$ cat src/design/sha_pkg.sv
`timescale 1ns / 1ps
package sha_pkg;

	typedef enum logic [1:0] {
		CMD_APPEND  = 2'd0,
		CMD_FINISH  = 2'd1,
		CMD_RESTART = 2'd2,
		CMD_NONE    = 2'd3
	} cmd_t;

	localparam logic [1:0] ST_OK       = 2'd0;
	localparam logic [1:0] ST_REJECTED = 2'd1;
	localparam logic [1:0] ST_OVERFLOW = 2'd2;

	localparam logic [60:0] MAX_LEN = {61{1'b1}};

	localparam logic [31:0] INIT_HASH [8] = '{
		32'h6A09E667, 32'hBB67AE85, 32'h3C6EF372, 32'hA54FF53A,
		32'h510E527F, 32'h9B05688C, 32'h1F83D9AB, 32'h5BE0CD19
	};

	localparam logic [31:0] ROUND_K [64] = '{
		32'h428A2F98, 32'h71374491, 32'hB5C0FBCF, 32'hE9B5DBA5,
		32'h3956C25B, 32'h59F111F1, 32'h923F82A4, 32'hAB1C5ED5,
		32'hD807AA98, 32'h12835B01, 32'h243185BE, 32'h550C7DC3,
		32'h72BE5D74, 32'h80DEB1FE, 32'h9BDC06A7, 32'hC19BF174,
		32'hE49B69C1, 32'hEFBE4786, 32'h0FC19DC6, 32'h240CA1CC,
		32'h2DE92C6F, 32'h4A7484AA, 32'h5CB0A9DC, 32'h76F988DA,
		32'h983E5152, 32'hA831C66D, 32'hB00327C8, 32'hBF597FC7,
		32'hC6E00BF3, 32'hD5A79147, 32'h06CA6351, 32'h14292967,
		32'h27B70A85, 32'h2E1B2138, 32'h4D2C6DFC, 32'h53380D13,
		32'h650A7354, 32'h766A0ABB, 32'h81C2C92E, 32'h92722C85,
		32'hA2BFE8A1, 32'hA81A664B, 32'hC24B8B70, 32'hC76C51A3,
		32'hD192E819, 32'hD6990624, 32'hF40E3585, 32'h106AA070,
		32'h19A4C116, 32'h1E376C08, 32'h2748774C, 32'h34B0BCB5,
		32'h391C0CB3, 32'h4ED8AA4A, 32'h5B9CCA4F, 32'h682E6FF3,
		32'h748F82EE, 32'h78A5636F, 32'h84C87814, 32'h8CC70208,
		32'h90BEFFFA, 32'hA4506CEB, 32'hBEF9A3F7, 32'hC67178F2
	};

	// datapath commands
	typedef struct packed {
		logic       init;      // restore initial hash, clear length
		logic       wr_byte;   // write byte to block buffer
		logic [5:0] wr_addr;
		logic [7:0] wr_data;
		logic       len_inc;
		logic       blk_load;  // load round words from buffer, copy chain
		logic       round;     // one compression round
		logic [5:0] round_idx;
		logic       chain_add; // fold working vars into chain
		logic [2:0] rd_word;   // chain word for output
	} dp_cmd_t;

	typedef struct packed {
		logic        len_max;
		logic [60:0] length;
		logic [31:0] chain_word;
	} dp_stat_t;

	function automatic logic [31:0] rotr(input logic [31:0] x, input int n);
		return (x >> n) | (x << (32 - n));
	endfunction

endpackage

$ cat src/design/sha_datapath.sv
`timescale 1ns / 1ps
module sha_datapath (
	input  logic               clk,
	input  logic               arst_n,
	input  sha_pkg::dp_cmd_t   cmd,
	output sha_pkg::dp_stat_t  stat
);

	logic [31:0] blk_mem [16];
	logic [31:0] chain_q [8];
	logic [31:0] v_q [8];
	logic [31:0] w_q [16];
	logic [60:0] len_q;

	// block buffer, held as big-endian words, one byte lane written per cycle while wr_byte is set
	always_ff @(posedge clk) begin
		if (cmd.wr_byte) begin
			case (cmd.wr_addr[1:0])
				2'd0:    blk_mem[cmd.wr_addr[5:2]][31:24] <= cmd.wr_data;
				2'd1:    blk_mem[cmd.wr_addr[5:2]][23:16] <= cmd.wr_data;
				2'd2:    blk_mem[cmd.wr_addr[5:2]][15:8]  <= cmd.wr_data;
				default: blk_mem[cmd.wr_addr[5:2]][7:0]   <= cmd.wr_data;
			endcase
		end
	end

	// message length
	always_ff @(posedge clk or negedge arst_n) begin
		if (!arst_n) begin
			len_q <= '0;
		end else if (cmd.init) begin
			len_q <= '0;
		end else if (cmd.len_inc) begin
			len_q <= len_q + 61'd1;
		end
	end

	// round logic
	logic [31:0] t1, t2, s0, s1, w_new, w_cur;
	always_comb begin
		w_cur = w_q[0];
		s0 = sha_pkg::rotr(w_q[1], 7) ^ sha_pkg::rotr(w_q[1], 18) ^ (w_q[1] >> 3);
		s1 = sha_pkg::rotr(w_q[14], 17) ^ sha_pkg::rotr(w_q[14], 19) ^ (w_q[14] >> 10);
		w_new = w_q[0] + s0 + w_q[9] + s1;
		t1 = v_q[7] + (sha_pkg::rotr(v_q[4], 6) ^ sha_pkg::rotr(v_q[4], 11)
			^ sha_pkg::rotr(v_q[4], 25)) + ((v_q[4] & v_q[5]) ^ (~v_q[4] & v_q[6]))
			+ sha_pkg::ROUND_K[cmd.round_idx] + w_cur;
		t2 = (sha_pkg::rotr(v_q[0], 2) ^ sha_pkg::rotr(v_q[0], 13)
			^ sha_pkg::rotr(v_q[0], 22))
			+ ((v_q[0] & v_q[1]) ^ (v_q[0] & v_q[2]) ^ (v_q[1] & v_q[2]));
	end

	// schedule window and working variables
	always_ff @(posedge clk) begin
		if (cmd.blk_load) begin
			for (int i = 0; i < 16; i++) begin
				w_q[i] <= blk_mem[i];
			end
			for (int i = 0; i < 8; i++) begin
				v_q[i] <= chain_q[i];
			end
		end else if (cmd.round) begin
			for (int i = 0; i < 15; i++) begin
				w_q[i] <= w_q[i+1];
			end
			w_q[15] <= w_new;
			v_q[7] <= v_q[6];
			v_q[6] <= v_q[5];
			v_q[5] <= v_q[4];
			v_q[4] <= v_q[3] + t1;
			v_q[3] <= v_q[2];
			v_q[2] <= v_q[1];
			v_q[1] <= v_q[0];
			v_q[0] <= t1 + t2;
		end
	end

	// chaining words
	always_ff @(posedge clk or negedge arst_n) begin
		if (!arst_n) begin
			for (int i = 0; i < 8; i++) chain_q[i] <= sha_pkg::INIT_HASH[i];
		end else if (cmd.init) begin
			for (int i = 0; i < 8; i++) chain_q[i] <= sha_pkg::INIT_HASH[i];
		end else if (cmd.chain_add) begin
			for (int i = 0; i < 8; i++) chain_q[i] <= chain_q[i] + v_q[i];
		end
	end

	assign stat.len_max    = (len_q == sha_pkg::MAX_LEN);
	assign stat.length     = len_q;
	assign stat.chain_word = chain_q[cmd.rd_word];

endmodule

$ cat src/design/sha_ctrl.sv
`timescale 1ns / 1ps
module sha_ctrl (
	input  logic               clk,
	input  logic               arst_n,
	input  logic               in_valid,
	output logic               in_ready,
	input  logic [1:0]         in_cmd,
	input  logic [7:0]         in_byte,
	output logic               out_valid,
	input  logic               out_ready,
	output logic [37:0]        out_data,
	output sha_pkg::dp_cmd_t   dcmd,
	input  sha_pkg::dp_stat_t  dstat
);

	typedef enum logic [3:0] {
		S_IDLE, S_LOAD, S_ROUND, S_ADD, S_PAD, S_LEN, S_EMIT, S_WAIT
	} state_t;

	state_t      state_q;
	logic [5:0]  fill_q;
	logic [5:0]  cnt_q;
	logic        done_q;
	logic        fin_q;     // compression is part of finish
	logic        second_q;  // length block pending after current
	logic [2:0]  idx_q;
	logic [63:0] bits_q;
	logic        ov_q;
	logic [37:0] od_q;

	assign in_ready  = (state_q == S_IDLE) && !ov_q;
	assign out_valid = ov_q;
	assign out_data  = od_q;

	// datapath commands from state
	always_comb begin
		dcmd = '0;
		dcmd.rd_word   = idx_q;
		dcmd.round_idx = cnt_q;
		case (state_q)
			S_IDLE: begin
				if (in_valid && in_ready) begin
					case (in_cmd)
						sha_pkg::CMD_APPEND: begin
							if (!done_q && !dstat.len_max) begin
								dcmd.wr_byte = 1'b1;
								dcmd.wr_addr = fill_q;
								dcmd.wr_data = in_byte;
								dcmd.len_inc = 1'b1;
							end
						end
						sha_pkg::CMD_FINISH: begin
							if (!done_q) begin
								dcmd.wr_byte = 1'b1;
								dcmd.wr_addr = fill_q;
								dcmd.wr_data = 8'h80;
							end
						end
						sha_pkg::CMD_RESTART: dcmd.init = 1'b1;
						default: ;
					endcase
				end
			end
			S_PAD: begin
				dcmd.wr_byte = 1'b1;
				dcmd.wr_addr = cnt_q;
				dcmd.wr_data = 8'h00;
			end
			S_LEN: begin
				dcmd.wr_byte = 1'b1;
				dcmd.wr_addr = cnt_q;
				dcmd.wr_data = bits_q[63:56];
			end
			S_LOAD:  dcmd.blk_load = 1'b1;
			S_ROUND: dcmd.round = 1'b1;
			S_ADD:   dcmd.chain_add = 1'b1;
			default: ;
		endcase
	end

	// sequencer
	always_ff @(posedge clk or negedge arst_n) begin
		if (!arst_n) begin
			state_q  <= S_IDLE;
			fill_q   <= '0;
			cnt_q    <= '0;
			done_q   <= 1'b0;
			fin_q    <= 1'b0;
			second_q <= 1'b0;
			idx_q    <= '0;
			bits_q   <= '0;
			ov_q     <= 1'b0;
			od_q     <= '0;
		end else begin
			if (ov_q && out_ready && state_q != S_EMIT) ov_q <= 1'b0;
			case (state_q)
				S_IDLE: begin
					if (in_valid && in_ready) begin
						case (in_cmd)
							sha_pkg::CMD_APPEND: begin
								if (done_q) begin
									ov_q <= 1'b1;
									od_q <= {1'b1, sha_pkg::ST_REJECTED, 35'd0};
								end else if (dstat.len_max) begin
									ov_q <= 1'b1;
									od_q <= {1'b1, sha_pkg::ST_OVERFLOW, 35'd0};
								end else begin
									fill_q <= fill_q + 6'd1;
									fin_q  <= 1'b0;
									od_q   <= {1'b1, sha_pkg::ST_OK, 35'd0};
									if (fill_q == 6'd63) begin
										state_q <= S_LOAD;
									end else begin
										ov_q <= 1'b1;
									end
								end
							end
							sha_pkg::CMD_FINISH: begin
								idx_q <= '0;
								if (done_q) begin
									state_q <= S_EMIT;
								end else begin
									bits_q   <= {dstat.length, 3'b000};
									fin_q    <= 1'b1;
									second_q <= (fill_q > 6'd55);
									cnt_q    <= fill_q + 6'd1;
									fill_q   <= fill_q + 6'd1;
									if (fill_q == 6'd63) begin
										state_q <= S_LOAD;
									end else if (fill_q == 6'd55) begin
										cnt_q   <= 6'd56;
										state_q <= S_LEN;
									end else begin
										state_q <= S_PAD;
									end
								end
							end
							sha_pkg::CMD_RESTART: begin
								fill_q <= '0;
								done_q <= 1'b0;
								ov_q   <= 1'b1;
								od_q   <= {1'b1, sha_pkg::ST_OK, 35'd0};
							end
							default: ;
						endcase
					end
				end
				S_PAD: begin
					// zero fill up to length field, or block end
					if (second_q && cnt_q == 6'd63) begin
						state_q <= S_LOAD;
					end else if (!second_q && cnt_q == 6'd55) begin
						cnt_q   <= 6'd56;
						state_q <= S_LEN;
					end else begin
						cnt_q <= cnt_q + 6'd1;
					end
				end
				S_LEN: begin
					bits_q <= {bits_q[55:0], 8'h00};
					cnt_q  <= cnt_q + 6'd1;
					if (cnt_q == 6'd63) state_q <= S_LOAD;
				end
				S_LOAD: begin
					cnt_q   <= '0;
					state_q <= S_ROUND;
				end
				S_ROUND: begin
					cnt_q <= cnt_q + 6'd1;
					if (cnt_q == 6'd63) state_q <= S_ADD;
				end
				S_ADD: begin
					fill_q <= '0;
					if (!fin_q) begin
						ov_q    <= 1'b1;
						state_q <= S_WAIT;
					end else if (second_q) begin
						second_q <= 1'b0;
						cnt_q    <= '0;
						state_q  <= S_PAD;
					end else begin
						done_q  <= 1'b1;
						state_q <= S_EMIT;
					end
				end
				S_EMIT: begin
					if (!ov_q || out_ready) begin
						ov_q  <= 1'b1;
						od_q  <= {idx_q == 3'd7, sha_pkg::ST_OK, idx_q, dstat.chain_word};
						idx_q <= idx_q + 3'd1;
						if (idx_q == 3'd7) state_q <= S_WAIT;
					end
				end
				S_WAIT: begin
					if (!ov_q || out_ready) state_q <= S_IDLE;
				end
				default: state_q <= S_IDLE;
			endcase
		end
	end

endmodule

$ cat src/design/sha256_stream_hasher_core.sv
`timescale 1ns / 1ps
// channel  | dir | tdata bits (low first)                     | tuser
// s_axis   | in  | [1:0] cmd, [9:2] data_byte, rest zero       | -
// m_axis   | out | [31:0] digest_word, [34:32] word_index,     | -
//          |     | [36:35] status, rest zero                  | tlast = last
// append/restart: an append that fills a block adds a load, 64 rounds in the single
// shared round unit and a fold. finish: zero fill and length bytes one per cycle,
// one or two compressions, then 8 digest words. arst_n restores the initial hash.
// a stalled m_axis holds the sequencer; s_axis is not taken until the previous
// result word has left.
module sha256_stream_hasher_core (
	input  logic        clk,
	input  logic        arst_n,
	input  logic        s_axis_tvalid,
	output logic        s_axis_tready,
	input  logic [15:0] s_axis_tdata,  // cmd, data_byte
	output logic        m_axis_tvalid,
	input  logic        m_axis_tready,
	output logic [39:0] m_axis_tdata,  // digest_word, word_index, status
	output logic        m_axis_tlast
);

	sha_pkg::dp_cmd_t  dcmd;
	sha_pkg::dp_stat_t dstat;
	logic [37:0]       od;

	sha_ctrl u_ctrl (
		.clk       (clk),
		.arst_n    (arst_n),
		.in_valid  (s_axis_tvalid),
		.in_ready  (s_axis_tready),
		.in_cmd    (s_axis_tdata[1:0]),
		.in_byte   (s_axis_tdata[9:2]),
		.out_valid (m_axis_tvalid),
		.out_ready (m_axis_tready),
		.out_data  (od),
		.dcmd      (dcmd),
		.dstat     (dstat)
	);

	sha_datapath u_dp (
		.clk    (clk),
		.arst_n (arst_n),
		.cmd    (dcmd),
		.stat   (dstat)
	);

	assign m_axis_tdata = {3'b000, od[36:0]};
	assign m_axis_tlast = od[37];

endmodule
$ cat config.mk
export PLATFORM = sky130hd
export DESIGN_NAME = sha256_stream_hasher_core
export DESIGN_NICKNAME = d
export VERILOG_FILES = /design/src/design/sha_pkg.sv /design/src/design/sha_datapath.sv /design/src/design/sha_ctrl.sv /design/src/design/sha256_stream_hasher_core.sv
export SDC_FILE = /design/constraint.sdc
export NUM_CORES = 2
export LEC_CHECK = 0
export BUFFER_PORTS_ARGS = -buffer_cell sky130_fd_sc_hd__buf_2
export CORE_ASPECT_RATIO = 0.75
export CORE_MARGIN = 5
export CORE_UTILIZATION = 58
export CTS_BUF_LIST = sky130_fd_sc_hd__clkbuf_16
export CTS_CLUSTER_SIZE = 12
export DETAILED_ROUTE_END_ITERATION = 16
export PLACE_DENSITY_LB_ADDON = 0.3
export SLEW_MARGIN = 5
export SYNTH_ARGS = -nofsm -noshare
export SYNTH_HDL_FRONTEND = slang
export SYNTH_SLANG_ARGS = --single-unit
export TNS_END_PERCENT = 1
$ cat constraint.sdc
create_clock -name clk -period 20.1 [get_ports clk]
set_clock_uncertainty 0.05 [all_clocks]
set_input_delay 2.01 -clock clk [delete_from_list [all_inputs] [get_ports clk]]
set_output_delay 2.01 -clock clk [all_outputs]
set_load 0.03 [all_outputs]
==> results.cfg <==
[outcome]
status = finished clean

[synth]
yosysTopAreaCellShare = 0.399
ys_top_cells_by_count = nand2_1, edfxtp_1, o21ai_0, a21oi_1, nor2_1
synth_top_area_cell = edfxtp_1
synth.area.top_cells = edfxtp_1, nand2_1, dfrtp_1, ha_1, fa_1
synth-seq-area-share = 0.515
ys_ff_latch = 1718
yosys_warnings = 0
synth-async-reset-ratio = 0.255
synth_area_mm2 = 0.0962
synth_edf_count = 1280
synth_area_per_cell_um2 = 10.2
syn_inst = 9392
synth-main-ff-cell = edfxtp_1
yosysMostFrequentCell = nand2_1
ys_types = 106

[timing]
hold_ws_ns = 0.425
relSlewSlack = 0.150
fin_crit_sh = 0.578
min_period_ns = 11.62
max_freq_mhz = 86.1
grt_setup_unrepaired = no
worst_pin_slew_ns = 1.26
report.final.setup_viol = 0
maxSlewViolCount = 0
final_hold_viol_count = 0
fin_tns_setup_ns = 0

[cts]
clk_pin_slew_worst_paths_ns = 0.06
ctsLongestPathBuffers = 3
cts_buffers = 176
cts_max_level = 4
cts_tree = yes
clock_latency_ns = 0.84
post_cts_buffers = 0
ctsHoldBuffers = 0
clkSinkCount = 1718
clock-root-buffer = clkbuf_16
cts_resized = 0

[drt]
ant_nets = 0
drcViolationCount = 0
dr.pass1.iters = 8
initialDrtViolationCount = 10100
via_per_inst = 6.24
drt-total-wl_mm = 289
wl_per_cell_um = 24.9
vias = 72400

[global_routing]
grt_pass1_wl_mm = 431
grt_overflow = 0
grt_max_degree = 188
antenna_found_initial = 9
grt_pass1_vias = 68100
track_usage = 0.326

[worst_setup_path]
slowest_stage = a21oi_1
cp_data_required_time_ns = 20.75
crit_arrival_ns = 12.26
end_kind = register
crit_path_frequent_cell = a21oi_1
critPathLaunchType = register
critPathKind = reg2reg
crit_fanout = 26
max_stage_delay_ns = 0.82

[die]
pin_count = 63
core-area_mm2 = 0.165
die_h_um = 363
die-area_mm2 = 0.174
core.rowCount = 129
start_util = 0.583
die_x_um = 480

[finish]
drive_gt1_frac = 0.0746
postLayoutCellArea_mm2 = 0.104
nets = 9865
syn2layout_area_growth_pct = 7.89

[place]
placed_area_mm2 = 0.0985
hpwl_mm = 199
gp_congestion = 0.976
io_buffers = 53

[flow_run]
maxCapViolations = 0

[min_path]
hold_class = reg2reg
## per-stage QoR
| stage | setup WS (ns) | instances | util |
|---|---|---|---|
| final | 8.48 | 11600 | 0.629 |
| after global routing | 8.06 | 11600 | 0.629 |
| after CTS | 9.02 | 11600 | 0.629 |
| after detailed placement | 9.04 | 11300 | 0.597 |
| after global placement | 9.06 | 11300 | 0.597 |
| after floorplan | 0.699 | 9394 | - |
## logic make-up after synthesis
logic type / count (synthesis) / synth area share
compound gates: 1776 / 0.115
xor+xnor: 614 / 0.0559
fa+ha+maj: 611 / 0.0941
buf+inv: 852 / 0.0336
flops: 1718 / 0.515
mux: 196 / 0.0294
other cells: 1 / 0.0000390
simple gates: 3624 / 0.157
## registers in the layout, summed over array words and instances, names as in the netlist, 6 cells and up
name             flops
u_ctrl.out_data     38
u_dp.chain_q       256
u_dp.v_q           256
u_ctrl.bits_q       61
u_dp.blk_mem       512
u_ctrl.cnt_q         6
u_ctrl.fill_q        6
u_dp.w_q           512
u_dp.len_q          61
## placed cells by master, fill, tap and decap left out, types with 100 or more instances in the layout
master / count
a21o_1: 183
a21oi_1: 475
clkbuf_16: 178
dfrtp_1: 295
dfstp_2: 136
edfxtp_1: 1280
fa_1: 195
ha_1: 394
inv_1: 427
mux2i_1: 100
nand2_1: 2485
nand3_1: 163
nor2_1: 448
nor3_1: 123
o21ai_0: 578
xnor2_1: 355
xor2_1: 259
## layout make-up
cell class / count / area, um^2
Antenna cell: 7 / 17.5
Clock buffer: 178 / 4450
Clock inverter: 110 / 821
Fill cell: 13200 / 61100
Inverter: 380 / 1430
Multi-Input combinational cell: 6824 / 43600
Sequential cell: 1718 / 49600
Tap cell: 2227 / 2790
Timing Repair Buffer: 156 / 1110
## routing by layer
| layer | track usage | vias to the layer above | share of wire |
|---|---|---|---|
| li1 | - | 32400 | - |
| met1 | 0.505 | 35500 | 0.43 |
| met2 | 0.444 | 4058 | 0.41 |
| met3 | 0.100 | 484 | 0.13 |
| met4 | 0.0861 | 10 | 0.027 |
| met5 | 0 | - | 0.00024 |
## worst max-delay path: cells and delay by family, from the launching register on
kind	cells	cell delay, ns
AOI/OAI and AO/OA	17	4.71
adders and majority gates	7	3.41
DFF	1	0.33
buffers and inverters	5	1.15
and+or+nand+nor	5	1.45
xor gates and xnor gates	2	0.38
## worst paths after layout
kind	startpoint	end	slack, ns	cells after the start
worst max-delay path	u_ctrl.cnt_q[1]	u_dp.v_q[0][31]	8.48	36
worst min-delay path	u_ctrl.out_data[26]	u_ctrl.out_data[26]	0.43	2
worst max register to register	u_ctrl.cnt_q[1]	u_dp.v_q[0][31]	8.48	36
worst min register to register	u_ctrl.out_data[26]	u_ctrl.out_data[26]	0.43	2
max in group asynchronous	arst_n	u_dp.chain_q[65]	16.70	3
min in group asynchronous	arst_n	u_ctrl.bits_q[8]	1.11	1
Power is not shown: default switching activity piles up to over one toggle a cycle in this logic, so the estimate is an artifact.
